$ cat config.mk
export PLATFORM = sky130hd
export DESIGN_NAME = undirected_graph_edge_store
export DESIGN_NICKNAME = d
export VERILOG_FILES = /design/src/hdl/uges_pkg.sv /design/src/hdl/uges_ram.sv /design/src/hdl/undirected_graph_edge_store.sv
export SDC_FILE = /design/constraint.sdc
export NUM_CORES = 1
export LEC_CHECK = 0
export BUFFER_PORTS_ARGS = -buffer_cell sky130_fd_sc_hd__buf_2
export CAP_MARGIN = 5
export CORE_ASPECT_RATIO = 1.1
export CORE_MARGIN = 2
export CORE_UTILIZATION = 41
export CTS_BUF_LIST = sky130_fd_sc_hd__clkbuf_4 sky130_fd_sc_hd__clkbuf_8
export CTS_CLUSTER_SIZE = 25
export DETAILED_ROUTE_END_ITERATION = 12
export SYNTH_ARGS = -nofsm -noshare
export SYNTH_HDL_FRONTEND = slang
export SYNTH_SLANG_ARGS = --single-unit
$ cat constraint.sdc
create_clock -name aclk -period 6.75 [get_ports aclk]
set_input_delay 1.35 -clock aclk [delete_from_list [all_inputs] [get_ports aclk]]
set_output_delay 1.35 -clock aclk [all_outputs]
set_load 0.1 [all_outputs]
$ cat src/hdl/uges_pkg.sv
// Package with the item types, operation codes and default sizes of the graph edge store.
package uges_pkg;

    localparam int MAX_VERTICES_DEFAULT = 16;

    localparam int KIND_W = 2;
    localparam int VERTEX_W = 4;
    localparam int EDGE_COUNT_W = 7;
    localparam int VERTEX_COUNT_W = 5;

    localparam logic [VERTEX_COUNT_W-1:0] INITIAL_VERTICES_RESET = 5'd16;

    localparam logic [KIND_W-1:0] KIND_INSERT_EDGE = 2'd0;
    localparam logic [KIND_W-1:0] KIND_REMOVE_EDGE = 2'd1;
    localparam logic [KIND_W-1:0] KIND_REMOVE_VERTEX = 2'd2;

    typedef struct packed {
        logic [KIND_W-1:0]   kind;
        logic [VERTEX_W-1:0] first_vertex;
        logic [VERTEX_W-1:0] second_vertex;
    } in_item_t;

    typedef struct packed {
        logic                      applied;
        logic [EDGE_COUNT_W-1:0]   edge_count;
        logic [VERTEX_COUNT_W-1:0] vertex_count;
    } out_item_t;

endpackage

$ cat src/hdl/uges_ram.sv
// Generic single-write, single-read RAM with a registered read port.
module uges_ram #(
    parameter int WIDTH = 16,
    parameter int DEPTH = 16
) (
    input  logic                     aclk,
    input  logic                     wr_en,
    input  logic [$clog2(DEPTH)-1:0] wr_addr,
    input  logic [WIDTH-1:0]         wr_data,
    input  logic [$clog2(DEPTH)-1:0] rd_addr,
    output logic [WIDTH-1:0]         rd_data
);

    logic [WIDTH-1:0] mem [DEPTH];
    logic [WIDTH-1:0] rd_data_reg;

    always_ff @(posedge aclk) begin
        if (wr_en) begin
            mem[wr_addr] <= wr_data;
        end
        rd_data_reg <= mem[rd_addr];
    end

    assign rd_data = rd_data_reg;

endmodule

$ cat src/hdl/undirected_graph_edge_store.sv
// Top level of the undirected graph edge store: adjacency matrix in RAM and its sequencer.
//
// The block keeps a simple undirected graph as a symmetric adjacency matrix, one RAM row per
// vertex, plus an edge counter and a count of removed vertices. Each input item inserts an
// edge, removes an edge or removes a vertex, and yields exactly one result item with an
// applied flag, the edge count and the live vertex count. Items are handled one at a time.
// An edge insert or removal reads the first endpoint's row, checks the edge bit, then writes
// both rows back, stepping through READ_A, CHECK, WRITE_B and FINISH, where its result is
// loaded. A duplicate insert, a self-loop insert or the removal of an absent edge stops after
// the check and goes straight to FINISH. A vertex removal sweeps the matrix one row per cycle
// through the RAM's single read and write ports, shifting rows and columns down and counting
// the removed vertex's degree on the way, then writes its last row in DRAIN before FINISH. An
// item that fails the range check or has an unused kind goes from idle straight to FINISH.
// The block returns to idle as each result is loaded. While the previous result still waits
// for m_ready, the block holds in FINISH and the next accept waits with it. Writing
// cfg_wr_data with cfg_wr_en restarts the graph empty; the matrix needs no clearing pass,
// since a valid bit per row makes rows not yet written read as zero.
module undirected_graph_edge_store #(
    parameter int MAX_VERTICES = uges_pkg::MAX_VERTICES_DEFAULT
) (
    input  logic                                    aclk,
    input  logic                                    aresetn,
    input  logic                                    s_valid,
    output logic                                    s_ready,
    input  uges_pkg::in_item_t                      s_item,
    output logic                                    m_valid,
    input  logic                                    m_ready,
    output uges_pkg::out_item_t                     m_item,
    input  logic                                    cfg_wr_en,
    input  logic [uges_pkg::VERTEX_COUNT_W-1:0]     cfg_wr_data
);

    localparam int RW = $clog2(MAX_VERTICES);
    localparam int CW = $clog2(MAX_VERTICES + 1);
    localparam int LW = (CW > uges_pkg::VERTEX_COUNT_W) ? CW : uges_pkg::VERTEX_COUNT_W;
    localparam int EDGE_MAX = MAX_VERTICES * (MAX_VERTICES - 1) / 2;
    localparam int EW0 = $clog2(EDGE_MAX + 1);
    localparam int EW = (EW0 > uges_pkg::EDGE_COUNT_W) ? EW0 : uges_pkg::EDGE_COUNT_W;

    typedef enum logic [6:0] {
        ST_IDLE   = 7'b0000001,
        ST_READ_A = 7'b0000010,
        ST_CHECK  = 7'b0000100,
        ST_WRITE_B = 7'b0001000,
        ST_SWEEP  = 7'b0010000,
        ST_DRAIN  = 7'b0100000,
        ST_FINISH = 7'b1000000
    } state_t;

    state_t                               state_reg, state_next;
    logic [uges_pkg::KIND_W-1:0]          kind_reg, kind_next;
    logic [uges_pkg::VERTEX_W-1:0]        a_reg, a_next;
    logic [uges_pkg::VERTEX_W-1:0]        b_reg, b_next;
    logic                                 applied_reg, applied_next;
    logic [EW-1:0]                        edges_reg, edges_next;
    logic [CW-1:0]                        removed_reg, removed_next;
    logic [uges_pkg::VERTEX_COUNT_W-1:0]  init_reg, init_next;
    logic [MAX_VERTICES-1:0]              row_valid_reg, row_valid_next;
    logic [RW-1:0]                        k_reg, k_next;
    logic                                 pend_reg, pend_next;
    logic [RW-1:0]                        pend_dst_reg, pend_dst_next;
    logic [CW-1:0]                        deg_reg, deg_next;
    logic                                 rd_ok_reg, rd_ok_next;
    logic                                 m_valid_reg, m_valid_next;
    uges_pkg::out_item_t                  m_item_reg, m_item_next;

    logic [LW-1:0]           init_ext;
    logic [LW-1:0]           max_ext;
    logic [LW-1:0]           base_count;
    logic [LW-1:0]           removed_ext;
    logic [LW-1:0]           live_count;
    logic                    s_a_ok;
    logic                    s_b_ok;
    logic [RW-1:0]           a_idx;
    logic [RW-1:0]           b_idx;
    logic [RW:0]             sweep_src;
    logic                    sweep_zero;
    logic                    ram_we;
    logic [RW-1:0]           ram_waddr;
    logic [MAX_VERTICES-1:0] ram_wdata;
    logic [RW-1:0]           ram_raddr;
    logic                    rd_zero;
    logic [MAX_VERTICES-1:0] ram_rdata;
    logic [MAX_VERTICES-1:0] rd_row;
    logic [MAX_VERTICES-1:0] rd_row_shift;
    logic [MAX_VERTICES-1:0] drop_row;
    logic [MAX_VERTICES-1:0] mask_a;
    logic [MAX_VERTICES-1:0] mask_b;
    logic                    edge_bit;
    logic [CW-1:0]           deg_total;

    uges_ram #(
        .WIDTH(MAX_VERTICES),
        .DEPTH(MAX_VERTICES)
    ) u_matrix (
        .aclk    (aclk),
        .wr_en   (ram_we),
        .wr_addr (ram_waddr),
        .wr_data (ram_wdata),
        .rd_addr (ram_raddr),
        .rd_data (ram_rdata)
    );

    assign init_ext = LW'(init_reg);
    assign max_ext = LW'(MAX_VERTICES);
    assign base_count = (init_ext > max_ext) ? max_ext : init_ext;
    assign removed_ext = LW'(removed_reg);
    assign live_count = (removed_ext >= base_count) ? '0 : base_count - removed_ext;

    assign s_a_ok = LW'(s_item.first_vertex) < live_count;
    assign s_b_ok = LW'(s_item.second_vertex) < live_count;

    assign a_idx = RW'(a_reg);
    assign b_idx = RW'(b_reg);

    assign sweep_src = (k_reg < a_idx) ? {1'b0, k_reg} : {1'b0, k_reg} + (RW+1)'(1);
    assign sweep_zero = sweep_src == (RW+1)'(MAX_VERTICES);

    assign rd_row = rd_ok_reg ? ram_rdata : '0;
    assign rd_row_shift = rd_row >> 1;
    assign mask_a = MAX_VERTICES'(1) << a_idx;
    assign mask_b = MAX_VERTICES'(1) << b_idx;
    assign edge_bit = rd_row[b_idx];
    assign deg_total = deg_reg + CW'(rd_row[a_idx]);

    always_comb begin
        for (int j = 0; j < MAX_VERTICES; j++) begin
            drop_row[j] = (RW'(j) < a_idx) ? rd_row[j] : rd_row_shift[j];
        end
    end

    assign s_ready = state_reg == ST_IDLE;
    assign m_valid = m_valid_reg;
    assign m_item = m_item_reg;

    always_comb begin
        state_next = state_reg;
        kind_next = kind_reg;
        a_next = a_reg;
        b_next = b_reg;
        applied_next = applied_reg;
        edges_next = edges_reg;
        removed_next = removed_reg;
        init_next = init_reg;
        row_valid_next = row_valid_reg;
        k_next = k_reg;
        pend_next = 1'b0;
        pend_dst_next = pend_dst_reg;
        deg_next = deg_reg;
        m_valid_next = m_valid_reg;
        m_item_next = m_item_reg;
        ram_we = 1'b0;
        ram_waddr = a_idx;
        ram_wdata = drop_row;
        ram_raddr = a_idx;
        rd_zero = 1'b0;

        if (m_valid_reg && m_ready) begin
            m_valid_next = 1'b0;
        end

        unique case (state_reg)
            ST_IDLE: begin
                if (s_valid) begin
                    kind_next = s_item.kind;
                    a_next = s_item.first_vertex;
                    b_next = s_item.second_vertex;
                    applied_next = 1'b0;
                    deg_next = '0;
                    k_next = '0;
                    state_next = ST_FINISH;
                    unique case (s_item.kind) inside
                        uges_pkg::KIND_INSERT_EDGE, uges_pkg::KIND_REMOVE_EDGE: begin
                            if (s_a_ok && s_b_ok) begin
                                state_next = ST_READ_A;
                            end
                        end
                        uges_pkg::KIND_REMOVE_VERTEX: begin
                            if (s_a_ok) begin
                                state_next = ST_SWEEP;
                            end
                        end
                        default: begin
                            state_next = ST_FINISH;
                        end
                    endcase
                end
            end
            ST_READ_A: begin
                ram_raddr = a_idx;
                state_next = ST_CHECK;
            end
            ST_CHECK: begin
                ram_raddr = b_idx;
                ram_waddr = a_idx;
                state_next = ST_FINISH;
                if (kind_reg == uges_pkg::KIND_INSERT_EDGE) begin
                    ram_wdata = rd_row | mask_b;
                    if (!edge_bit && (a_idx != b_idx)) begin
                        ram_we = 1'b1;
                        applied_next = 1'b1;
                        edges_next = edges_reg + EW'(1);
                        state_next = ST_WRITE_B;
                    end
                end else begin
                    ram_wdata = rd_row & ~mask_b;
                    if (edge_bit) begin
                        ram_we = 1'b1;
                        applied_next = 1'b1;
                        if (edges_reg != '0) begin
                            edges_next = edges_reg - EW'(1);
                        end
                        state_next = ST_WRITE_B;
                    end
                end
            end
            ST_WRITE_B: begin
                ram_we = 1'b1;
                ram_waddr = b_idx;
                ram_wdata = (kind_reg == uges_pkg::KIND_INSERT_EDGE) ?
                            (rd_row | mask_a) : (rd_row & ~mask_a);
                state_next = ST_FINISH;
            end
            ST_SWEEP: begin
                ram_raddr = sweep_src[RW-1:0];
                rd_zero = sweep_zero;
                pend_next = 1'b1;
                pend_dst_next = k_reg;
                if (pend_reg) begin
                    ram_we = 1'b1;
                    ram_waddr = pend_dst_reg;
                    ram_wdata = drop_row;
                    deg_next = deg_total;
                end
                k_next = k_reg + RW'(1);
                if (k_reg == RW'(MAX_VERTICES - 1)) begin
                    state_next = ST_DRAIN;
                end
            end
            ST_DRAIN: begin
                ram_we = 1'b1;
                ram_waddr = pend_dst_reg;
                ram_wdata = drop_row;
                edges_next = (EW'(deg_total) > edges_reg) ? '0 : edges_reg - EW'(deg_total);
                removed_next = removed_reg + CW'(1);
                applied_next = 1'b1;
                state_next = ST_FINISH;
            end
            ST_FINISH: begin
                if (!m_valid_reg || m_ready) begin
                    m_valid_next = 1'b1;
                    m_item_next.applied = applied_reg;
                    m_item_next.edge_count = edges_reg[uges_pkg::EDGE_COUNT_W-1:0];
                    m_item_next.vertex_count = live_count[uges_pkg::VERTEX_COUNT_W-1:0];
                    state_next = ST_IDLE;
                end
            end
            default: begin
                state_next = ST_IDLE;
            end
        endcase

        rd_ok_next = row_valid_reg[ram_raddr] && !rd_zero;

        if (ram_we) begin
            row_valid_next[ram_waddr] = 1'b1;
        end

        if (cfg_wr_en) begin
            init_next = cfg_wr_data;
            edges_next = '0;
            removed_next = '0;
            row_valid_next = '0;
        end
    end

    always_ff @(posedge aclk) begin
        if (!aresetn) begin
            state_reg <= ST_IDLE;
            edges_reg <= '0;
            removed_reg <= '0;
            init_reg <= uges_pkg::INITIAL_VERTICES_RESET;
            row_valid_reg <= '0;
            pend_reg <= 1'b0;
            rd_ok_reg <= 1'b0;
            m_valid_reg <= 1'b0;
        end else begin
            state_reg <= state_next;
            edges_reg <= edges_next;
            removed_reg <= removed_next;
            init_reg <= init_next;
            row_valid_reg <= row_valid_next;
            pend_reg <= pend_next;
            rd_ok_reg <= rd_ok_next;
            m_valid_reg <= m_valid_next;
        end
    end

    always_ff @(posedge aclk) begin
        kind_reg <= kind_next;
        a_reg <= a_next;
        b_reg <= b_next;
        applied_reg <= applied_next;
        k_reg <= k_next;
        pend_dst_reg <= pend_dst_next;
        deg_reg <= deg_next;
        m_item_reg <= m_item_next;
    end

    assert property (@(posedge aclk) disable iff (!aresetn)
        (state_reg == ST_SWEEP && ram_we) |-> (ram_waddr != ram_raddr || rd_zero))
        else $error("Sweep writes the row that it is reading.");

    assert property (@(posedge aclk) disable iff (!aresetn)
        (state_reg == ST_WRITE_B) |-> $past(state_reg == ST_CHECK && ram_we))
        else $error("Second row written without a first row write.");

    assert property (@(posedge aclk) disable iff (!aresetn)
        edges_reg <= EW'(EDGE_MAX))
        else $error("Edge count exceeds a complete graph.");

    assert property (@(posedge aclk) disable iff (!aresetn)
        removed_reg <= CW'(MAX_VERTICES))
        else $error("More vertices removed than the matrix holds.");

    assert property (@(posedge aclk) disable iff (!aresetn)
        (m_valid_reg && !m_ready) |=> (state_reg != ST_IDLE || $past(state_reg) != ST_FINISH))
        else $error("Result overwritten while the previous item was still waiting.");

endmodule
Yosys cells after proc, flatten, opt, wreduce, memory -nomap -nowiden --
Memory sizes are Yosys's and may differ from the RTL's. A register that Yosys moved wholly into a read port is not among the register bits. Index checks and enable logic that the tools add are counted.
Storage, ports and cells: output and inout port bits 15, bits in read-only memories 0, memories kept 1, flip-flop bits (word level) 80, input bits 20, bits in latches 0, bits in writable memories 256, logic and storage cells 180
Operators by class: equality and inequality tests 19, muxes and demuxes 72, multiply operators 0, reduce and logical (&&, ||, !) cells 25, add/sub/neg operators 8, shift-type cells 2, order comparisons 27, divide/modulo/power cells 0, bitwise operators 8
Memory list:
- u_matrix.mem | words 16, bits a word 16, read ports 1, clocked after Yosys merged registers in 1, write ports 1, RTL line uges_ram.sv:14 | logic [WIDTH-1:0] mem [DEPTH];
Operators with widths (number):
- $mux 7 | 13
- $mux 16 | 3
- $or 16x16->16 | 3
- $pmux 7 s6 | 1
- $mux 1 | 35
- $and 16x16->16 | 2
- $lt 4x4->1 const A | 8
- $not 16->16 | 2
- $pmux 16 s2 | 1
- $shl 1x4->16 const A | 2
- $pmux 7 s2 | 2
- $mux 5 | 5
- $lt 4x5->1 const B | 4
- $lt 3x4->1 const A | 4
- $pmux 4 s2 | 2
- $bmux 1 s4 | 3
- $pmux 4 s3 | 1
- $lt 4x5->1 | 2
- $pmux 5 s2 | 1
- $ne 3x3->1 const B | 3
- $lt 1x4->1 const A | 2
- $lt 2x4->1 const A | 2
- $mux 4 | 2
- $ne 2x2->1 const B | 4
- other kinds (39) | 54

Depth between registers and ports, before layout --
Gate-level depths: netlist (run 1).
depth after elaboration 10, gate-level depth with buffers 20, mapped depth without buffers 18

Modules after synthesis --
A second synthesis (run 1) with hierarchy kept.
Second synthesis, totals: cells, all modules 1164, area, all modules 16144.2 um^2
Modules (own cells, without submodules):
- uges_ram | sequential area each 8007.7 um^2, area each 10042.1 um^2, instances 1, cells each 432
- undirected_graph_edge_store | sequential area each 1971.9 um^2, area each 6102.1 um^2, instances 1, cells each 732

Worst setup path before layout (run 1) --
Ideal clock, no wire load.
kind register to output, start point register state_reg[6], end point output s_ready, setup slack 1.360 ns, arrival 4.040 ns, required time 5.400 ns, cell stages (with the launch flop) 4, path buffers 0, cells stage by stage dfxtp_1 > nor2_1 > nand2_1 > nor4b_1
On the way: cells in the longest elaborated chain, start to end 1
Ends and longest elaborated chain:
- from (decl) | RTL line undirected_graph_edge_store.sv:50 | state_t state_reg, state_next;
- from (signal assigned) | RTL line undirected_graph_edge_store.sv:288 | state_reg <= state_next;
- $eq 7x1->1 | RTL line undirected_graph_edge_store.sv:132 | assign s_ready = state_reg == ST_IDLE;
- to (decl) | RTL line undirected_graph_edge_store.sv:24 | output logic s_ready,
No other way between the ends.

Final worst setup path (run 1) --
start point register a_reg, in the netlist a_idx[2], end point register edges_reg[0]
On the way: cells in the longest elaborated chain, start to end 6, elaborated cells between the ends (all ways) 11, classes of those cells add/sub (2); order compare (1); eq/ne (2); mux (4); reduce/logical (2)
Ends and longest elaborated chain:
- from (decl) | RTL line undirected_graph_edge_store.sv:52 | logic [uges_pkg::VERTEX_W-1:0] a_reg, a_next;
- from (signal assigned) | RTL line undirected_graph_edge_store.sv:301 | a_reg <= a_next;
- $bmux 1 s4 | RTL line undirected_graph_edge_store.sv:124 | assign deg_total = deg_reg + CW'(rd_row[a_idx]);
- $mux 1 (implied by the code) | RTL line undirected_graph_edge_store.sv:124
- $add 5x1->5 | RTL line undirected_graph_edge_store.sv:124
- via deg_total[1] | RTL line undirected_graph_edge_store.sv:90 | logic [CW-1:0] deg_total;
- $gt 5x7->1 | RTL line undirected_graph_edge_store.sv:244 | edges_next = (EW'(deg_total) > edges_reg) ? '0 : edges_reg - EW'(deg_total);
- $mux 7 | RTL line undirected_graph_edge_store.sv:244
- $pmux 7 s2 | RTL line undirected_graph_edge_store.sv:162 | unique case (state_reg)
- to (signal assigned) | RTL line undirected_graph_edge_store.sv:289 | edges_reg <= edges_next;
- to (decl) | RTL line undirected_graph_edge_store.sv:55 | logic [EW-1:0] edges_reg, edges_next;
The timed path passes the listed nets, and every way through them passes these cells. The select of a mux whose other input is x is not followed. A chain may end at the register's enable or synchronous reset.

==> impl_results.md, run 1 <==
- RSZ-0062 raised after global routing: false
- Multi-input gate area: 5963 um2
- Effective utilization at floorplan: 0.4164
- Post-synth net total: 1263
- Reg area: 9980 um2
- Final hold vios: 0
- CP max FO: 22
- Leakage: 6.109 nW
- Reg clk slew, reported paths: 0.06 ns
- Area after DPL: 17160 um2
- Max Freq: 228.7 MHz
- Initial DRC Count: 825
- Row cnt: 76
- Sink Count: 352
- Outcome: finished clean
- Hold-fix buffers, CTS: 0
- Die height: 213.5 um
- Post-Synth Simple-Gate Area: 0.08263
- Crit path time final: 4.373 ns
- Setup Buffers After CTS: 0
- Post-synthesis compound-gate area fraction: 0.09578
- Flip-flop count of the largest register after layout: 256
- First drt pass iteration count: 7
- Crit path capture type: register
- Design area: 18380 um2
- First-pass GRT wire length: 59580 um
- Largest net degree at the start of global routing: 99
- CTS root buffer: clkbuf_8
- Port bufs: 34
- Setup TNS: 0 ns
- Hold_ws: 0.4633 ns
- Slew Limit Fails: 0
- P_sw: 1.329 mW
- Clk_skew: 0.03095 ns
- Initial antenna violation count: 0
- Cells after Synth: 1212
- Critical path data required time: 7.28 ns
- Largest family of logic cells by synthesized area: multiplexers
- Post-synthesis mux area share: 0.1426
- DP Wirelength: 24780 um
- Total Routing Usage GR: 0.1888
- EDFF count, synth: 293
- Gpl congestion: 0.8814
- Tot Pwr: 5.019 mW
- Clk network pwr share: 0.389
- Post-synthesis sequential area ratio: 0.6102
- Syn-to-layout area delta: 12.41%
- Switching share of power: 0.2647
- Max_slew headroom: 0.2155
- Maximum VDD drop: 0.1442 mV
- Slew @ Worst Pin: 1.176 ns
- Startpoint types: register
- Diodes inserted: 0
- Share of flip-flops with an asynchronous set or reset: 0
- Mapped Area: 16350 um2
- Worst-case clock buffer depth: 3
- Comb pwr share: 0.120
- Wire per inst: 21.52 um
- Cell variety after synth: 73
- CTS resizes: 0
- Final wirelength: 39350 um
- DRC viols: 0
- Power per Cell Area: 273.0 nW/um2
- Worst setup margin: 2.377 ns
- Fin crit share: 0.6478
- Chip width: 194.4 um
- Adder-Cell Fraction of Synth Area: 0.02509
- Fillers: 3540
- CTS tree: yes
- Die ar.: 41500 um2
- XOR/XNOR Fraction of Synth Area: 0.01285
- Clock latency on the worst-skew pair: 0.66 ns
- Seq pwr share: 0.491
- CTS Buf Count: 55
- Yosys warning count: 0
- Vias in the first global route: 10180
- Worst slack, placed: 2.467 ns
- Max H-tree Level: 2
- Max-cap viol count: 0
- Nets@finish: 1325
- CORE AREA: 39270 um2
- Final setup vio count: 0
- Remaining Overflow, GRT: 0
- Via/cell ratio: 5.652
- Antenna-violating nets left: 0
- Syn avg cell area: 13.49 um2
- Setup CP Type: reg2reg
- Hold Crit Class: reg2reg
- Post-synth top flop: edfxtp_1
- Yosys reg bits: 352
- Power Internal: 3.691 mW
- Share of layout cells above drive strength 1: 0.1802
- IO Count: 35
- Crit path DAT: 4.91 ns
- Via Count: 10330
## layout make-up
class                      count  area share
timing repair buffer          74     0.02627
clock inverter                16    0.008099
tap                          507     0.03451
clock buffer                  88     0.05840
sequential                   352      0.5428
multi-input combinational    764      0.3244
inverter                      27    0.005513
## cell usage after synthesis (all sizes together) (8+ instances only)
cell / instances / area [um2]
a211o: 15 / 131.4
a21oi: 29 / 145.1
a22oi: 24 / 180.2
buf: 37 / 279.0
clkbuf: 32 / 123.9
dfxtp: 59 / 1181
edfxtp: 293 / 8798
ha: 28 / 350.3
inv: 27 / 101.3
mux2: 32 / 360.3
mux2i: 170 / 1702
mux4: 12 / 270.3
nand2: 74 / 280.3
nand2b: 13 / 81.33
nand3: 24 / 120.1
nor2: 64 / 245.2
nor2b: 16 / 100.1
nor3: 37 / 190.2
o211ai: 12 / 90.09
o21a: 18 / 135.1
o21ai: 60 / 300.3
o221ai: 14 / 122.6
xnor2: 16 / 140.1
xor2: 8 / 70.07
## through the flow
step	std cells	utilization
global placement	1724	0.4370
detailed placement	1724	0.4370
CTS	1828	0.4681
finish	1828	0.4681
floorplan	1212	-
global route	1828	0.4681
## kinds of logic (layout without fill, tap and decap cells)
logic type	count (synthesis)	after routing
mux	214	214
xor+xnor	24	24
fa+ha+maj	31	31
flops	352	352
compound gates	225	225
simple gates	270	270
buf+inv	96	205
## path summary, 6_finish.rpt
kind | depth (start not counted) | start | to | slack [ns]
worst min register to register | 1 | row_valid_reg[0] | row_valid_reg[0] | 0.46
worst max register to register | 16 | a_idx[2] | edges_reg[0] | 2.38
worst max-delay path | 16 | a_idx[2] | edges_reg[0] | 2.38
worst min-delay path | 1 | row_valid_reg[0] | row_valid_reg[0] | 0.46
## metal layers
layer / vias to the layer above / routed length [um] / global-route usage
met5: - / 0 / 0
met4: 0 / 1140 / 0.06897
li1: 4779 / - / -
met3: 79 / 1915 / 0.03539
met2: 288 / 18900 / 0.3155
met1: 5186 / 17390 / 0.2471
## layout by cell type (no fill, tap or decap), types with 24 or more instances in the layout
| master | synthesis | layout |
|---|---|---|
| edfxtp_1 | 293 | 293 |
| mux2i_1 | 170 | 170 |
| ha_1 | 28 | 28 |
| o21ai_0 | 59 | 58 |
| a22oi_1 | 24 | 24 |
| inv_1 | 26 | 26 |
| dfxtp_1 | 59 | 59 |
| clkbuf_8 | 0 | 66 |
| a21oi_1 | 29 | 28 |
| buf_4 | 3 | 39 |
| buf_2 | 15 | 34 |
| nand2_1 | 73 | 73 |
| nand3_1 | 24 | 24 |
| nor2_1 | 62 | 58 |
## worst max-delay path: stages (launching register included)
cell	delay, ns
edfxtp_1	0.87
inv_1	0.28
and3_1	0.22
a21oi_1	0.12
o22ai_1	0.14
ha_1	0.22
ha_1	0.32
inv_1	0.06
ha_1	0.26
nor2b_1	0.13
o21ai_0	0.23
a21oi_1	0.12
o21ai_0	0.29
nand2_1	0.12
o21ai_0	0.48
o221ai_1	0.22
o211a_1	0.19
## power by group through the flow
stage / clock, mW / sequential [mW] / combinational [mW]
floorplan: 0 / 2.48 / 0.475
global placement: 0 / 2.51 / 0.597
detailed placement: 0 / 2.51 / 0.600
CTS: 1.99 / 2.46 / 0.602
global route: 2.08 / 2.47 / 0.646
finish: 1.95 / 2.47 / 0.602
No activity file was read; power rests on OpenSTA's default activity.
==> inputs of run 2 (changes only) <==
- clock period: 6.75 -> 4 ns (I/O delays scaled with it)
==> run 2 against run 1 <==
Compared with the run above:
- worst setup slack worse by 2.1 ns
- final cell count is 2.5% higher
- critical path type unchanged
- combinational power up 94%
- hold slack worse by 0.076 ns
- via count rose by 0.43%
- final area grew 2.4%
- non-clock buffer count grew 43
==> impl_results.md, run 2 (synthesis gave the netlist of run 1 again) <==
- Worst path cell trace: buf_4 -> nor2_1 -> a22o_1 -> nand2_1 -> a21oi_1 -> a21oi_1 -> o22ai_1 -> ha_1 -> ha_1 -> inv_1 -> ha_1 -> nor2b_1 -> o21ai_0 -> a21oi_1 -> o21ai_1 -> nand2_1 -> o21ai_0 -> buf_4 -> o221ai_1 -> o211a_1
- Most common cell after layout, fill and taps aside: edfxtp_1
- Switching share of power: 0.2682
- Final wirelength: 39640 um
- Clk network pwr share: 0.373
- First-pass GRT wire length: 60430 um
- Critical path data required time: 4.51 ns
- Effective utilization at floorplan: 0.4164
- Syn-to-layout area delta: 15.09%
- Final setup vio count: 0
- Initial DRC Count: 816
- CORE AREA: 39270 um2
- Die ar.: 41500 um2
- Register-to-Register Path Depth: 20
- Setup TNS: 0 ns
- Total Routing Usage GR: 0.1917
- Clock latency on the worst-skew pair: 0.63 ns
- P_sw: 2.263 mW
- Hold Crit Class: in2reg
- Crit path DAT: 4.25 ns
- Initial antenna violation count: 0
- CTS tree: yes
- Outcome: finished clean
- Fillers: 3470
- Maximum VDD drop: 0.2839 mV
- Max-cap viol count: 0
- Startpoint types: register
- Sink Count: 352
- First drt pass iteration count: 7
- Max Freq: 267.2 MHz
- Reg clk slew, reported paths: 0.07 ns
- CP max FO: 9
- Met2 track demand over resource: 0.3205
- Die height: 213.5 um
- Setup CP Type: reg2reg
- IO Count: 35
- Chip width: 194.4 um
- Largest net degree at the start of global routing: 48
- CTS Buf Count: 56
- Power per Cell Area: 448.1 nW/um2
- Flip-flop count of the largest register after layout: 256
- RSZ-0062 raised after global routing: false
- Max_slew headroom: 0.4014
- Comb pwr share: 0.139
- Hold path depth: 1
- Worst-case clock buffer depth: 3
- Antenna-violating nets left: 0
- Max H-tree Level: 2
- Clk_skew: 0.02697 ns
- GR peak layer: met2
- Via Count: 10380
- Power Internal: 6.172 mW
- Seq pwr share: 0.487
- Crit path capture type: register
- CP peak stage delay: 0.41 ns
- Leakage: 6.340 nW
- GRT met1 Usage: 0.2522
- Remaining Overflow, GRT: 0
- CTS root buffer: clkbuf_8
- Crit path time final: 3.742 ns
- Slew @ Worst Pin: 0.8969 ns
- DRC viols: 0
- Most frequent cells in the layout: edfxtp_1, mux2i_1, nand2_1
- Tot Pwr: 8.435 mW
- Port bufs: 34
- Row cnt: 76
- Fin crit share: 0.9356
- Vias in the first global route: 10360
- Final hold vios: 0
- Share of layout cells above drive strength 1: 0.2022
- CP max-delay cell: edfxtp_1
- GR Util met3: 0.03193
- Nets@finish: 1369
- DP Wirelength: 25240 um
- Via/cell ratio: 5.540
- Wire per inst: 21.16 um
- Slew Limit Fails: 0
- Gpl congestion: 0.9109
-- run 2: cell types whose count changed in the layout (fill, tap and decap cells not counted), sizes merged --
cell    previous run  this run
inv               29        28
clkinv            11        28
buf               74       117
clkbuf            88        72
diode              0         1
bufinv             2         3
-- run 2: routing by layer --
metal,vias to the layer above,share of wire
li1,4860,-
met1,5140,0.44
met2,293,0.48
met3,83,0.049
met4,0,0.032
met5,-,0
-- run 2: worst paths after layout --
| check | slack [ns] | to | start |
|---|---|---|---|
| worst max register to register | 0.26 | edges_reg[1] | a_idx[0] |
| worst max-delay path | 0.26 | edges_reg[1] | a_idx[0] |
| worst min register to register | 0.46 | row_valid_reg[1] | row_valid_reg[1] |
| worst min-delay path | 0.39 | b_idx[2] | s_item[2] |
-- run 2: timing repair --
action,4_1_cts,5_1_grt
setup buffers,0,1
gates resized for setup,0,1
endpoints found under the setup margin,0,5
hold buffers,0,0
-- run 2: worst max-delay path: cells and delay by family, from the launching register on --
| kind | cells | cell delay [ns] |
|---|---|---|
| compound gates | 10 | 1.60 |
| fa+ha+maj | 3 | 0.71 |
| simple gates | 4 | 0.48 |
| buf+inv | 3 | 0.45 |
| flops | 1 | 0.41 |
-- run 2: power by group through the flow --
stage          Combinational (mW)  Clock, mW  Sequential, mW
3_5_place_dp                 1.17          0            4.18
2_1_floorplan               0.803          0            4.18
5_1_grt                      1.26       3.38            4.12
6_report                     1.17       3.15            4.11
3_3_place_gp                 1.17          0            4.18
4_1_cts                      1.18       3.22            4.11
-- run 2: metrics by stage --
step                      cell area [um2]  hold WS (ns)    util  worst slack, ns  cells
after global placement              17650        0.4423  0.4493           0.2292   1766
final                               18820        0.3877  0.4793           0.2575   1873
after global routing                18820        0.3641  0.4792          0.05708   1872
after detailed placement            17650        0.4388  0.4493           0.1892   1766
after CTS                           18810        0.3471  0.4790           0.1603   1871
after floorplan                     16360        0.4003       -           0.2277   1212
-- run 2: final cells by class --
class	count	area, um2	share of cell area
timing repair buffer	117	968.4	0.05145
clock inverter	33	245.2	0.01303
sequential	352	9980	0.5302
clock buffer	72	922.1	0.04899
antenna	1	2.502	0.0001329
tap	507	634.4	0.03370
inverter	27	101.3	0.005384
multi-input combinational	764	5969	0.3171
==> inputs of run 3 (changes only) <==
- REMOVE_ABC_BUFFERS: not set -> 1
==> run 3 against run 2 <==
Compared with the run above:
- flip-flop and latch count did not move
- hold slack lost 0.0073 ns
- combinational power about the same
- global-route usage is essentially flat
- via count rose by 0.88%
- sequential share of layout area grew 0.39 points
- non-clock buffer count shrank 3
- register-to-register slack barely moved
- first-iteration DRC count down 12%
- die area did not move
- worst setup slack got worse by 0.0096 ns
- wire length fell by 0.39%
- largest cell class unchanged
==> impl_results.md, run 3 (synthesis gave the netlist of run 1 again) <==
- Outcome: finished clean
- Max Freq: 266.5 MHz
- RSZ-0062 raised after global routing: false
- Power per Cell Area: 452.3 nW/um2
- Die ar.: 41500 um2
- Initial DRC Count: 716
- Row cnt: 76
- Placed cell count: 1764
- DP Wirelength: 25900 um
- Max H-tree Level: 2
- Gpl congestion: 0.9362
- Die height: 213.5 um
- Share of layout cells above drive strength 1: 0.2026
- Largest net degree at the start of global routing: 67
- Chip width: 194.4 um
- Critical path data required time: 4.24 ns
- Worst slack, placed: 0.1115 ns
- Slew @ Worst Pin: 1.230 ns
- Antenna-violating nets left: 0
- Effective utilization at floorplan: 0.4164
- Via Count: 10470
- Flip-flop count of the largest register after layout: 256
- Final wirelength: 39480 um
- WHS Endpoint: b_idx[2]
- Startpoint types: register
- CORE AREA: 39270 um2
- Diodes inserted: 0
- Initial antenna violation count: 1
- Hold Crit Class: in2reg
- Crit path capture type: register
- Reg-to-reg endpoint: u_matrix.mem[4][15]
- Max_slew headroom: 0.1792
- Hold path depth: 1
- First-pass GRT wire length: 61190 um
- Worst setup margin: 0.2480 ns
- Vias in the first global route: 10470
- CTS Buf Count: 58
- Remaining Overflow, GRT: 0
- Total Routing Usage GR: 0.1916
- Most frequent cells in the layout: edfxtp_1, mux2i_1, buf_4
- Crit path DAT: 3.99 ns
- Non-filler instance count after layout: 1869
- Syn-to-layout area delta: 14.25%
- CTS tree: yes
- Max-cap viol count: 0
- Final hold vios: 0
- Maximum VDD drop: 0.2707 mV
- Reg2reg start: b_idx[1]
- FF-to-FF setup slack: 0.25 ns
- Setup Buffers After CTS: 0
- Reg clk slew, reported paths: 0.06 ns
- CTS root buffer: clkbuf_8
- Fin crit share: 0.9380
- Slew Limit Fails: 0
- Leakage: 6.298 nW
- First drt pass iteration count: 5
- DRC viols: 0
- Nets@finish: 1368
- CP max FO: 21
- Sink Count: 352
- Setup CP Type: reg2reg
- Clock latency on the worst-skew pair: 0.65 ns
- Wire per inst: 21.13 um
- Most common cell after layout, fill and taps aside: edfxtp_1
- Hold Startpoint: s_item[2]
- Worst-case clock buffer depth: 3
- Clk_skew: 0.02874 ns
- Crit path time final: 3.752 ns
- Port bufs: 34
- Final setup vio count: 0
- IO Count: 35
- Register-to-Register Path Depth: 9
- Via/cell ratio: 5.600
==> run 3: changes by cell type in the layout (fill, tap and decap cells not counted), moves of 3 or more <==
| cell | previous run | this run |
|---|---|---|
| buf_12 | 14 | 4 |
| buf_4 | 69 | 76 |
| clkinv_2 | 15 | 11 |
| o21ai_0 | 58 | 54 |
| clkbuf_4 | 11 | 14 |
| clkbuf_8 | 61 | 64 |
| o21ai_1 | 2 | 5 |
==> run 3: worst max-delay path, cell delays in order, from the launching register on <==
cell and delay [ns]:
edfxtp_1 0.69, buf_4 0.30, nand3b_1 0.15, o211ai_1 0.09, o211ai_1 0.13, a31oi_1 0.30, mux2i_1 0.15, o31a_1 0.33
nand2b_1 0.26, nor2_2 0.97
==> run 3: how the worst max path moves through the flow <==
stage | depth (start not counted) | slack [ns] | end | start
5_1_grt | 17 | 0.05 | edges_reg[1] | a_idx[0]
3_5_place_dp | 17 | 0.11 | edges_reg[0] | a_idx[0]
2_1_floorplan | 9 | -11.31 | rd_ok_reg | a_idx[2]
6_report | 9 | 0.25 | u_matrix.mem[4][15] | b_idx[1]
3_3_place_gp | 20 | 0.19 | edges_reg[3] | a_idx[0]
4_1_cts | 17 | 0.10 | edges_reg[1] | a_idx[0]
==> run 3: cell type report <==
cell class / count / area, um2
Fill cell: 3491 / 20590
Inverter: 27 / 101.3
Tap cell: 507 / 634.4
Multi-Input combinational cell: 764 / 5973
Sequential cell: 352 / 9980
Timing Repair Buffer: 114 / 820.8
Clock inverter: 27 / 188.9
Clock buffer: 78 / 985.9
==> run 3: per-layer routing <==
layer | global-route usage | vias to the layer above | wire [um]
li1 | - | 4863 | -
met1 | 0.2511 | 5255 | 17430
met2 | 0.3269 | 276 | 19200
met3 | 0.03020 | 73 | 1830
met4 | 0.06446 | 0 | 1016
met5 | 0 | - | 0
==> run 3: stage by stage <==
stage          area, um2  hold WS (ns)  setup TNS (ns)  utilization  power [mW]
6_report           18680        0.3804               0       0.4758       8.451
5_1_grt            18680        0.3610               0       0.4758       8.756
4_1_cts            18670        0.3310               0       0.4755       8.521
3_5_place_dp       17500        0.4068               0       0.4456       5.331
3_3_place_gp       17500        0.4214               0       0.4456       5.333
2_1_floorplan      15950        0.4003         -558.21            -       5.049
==> run 3: power by group <==
group | internal, mW | switching, mW
combinational | 0.425 | 0.729
clock | 1.73 | 1.45
sequential | 4.01 | 0.0996
total | 6.17 | 2.28
==> run 3: what timing repair did <==
action,CTS,global route
setup endpoints to repair,0,6
hold buffers,0,0
resized for setup,0,5
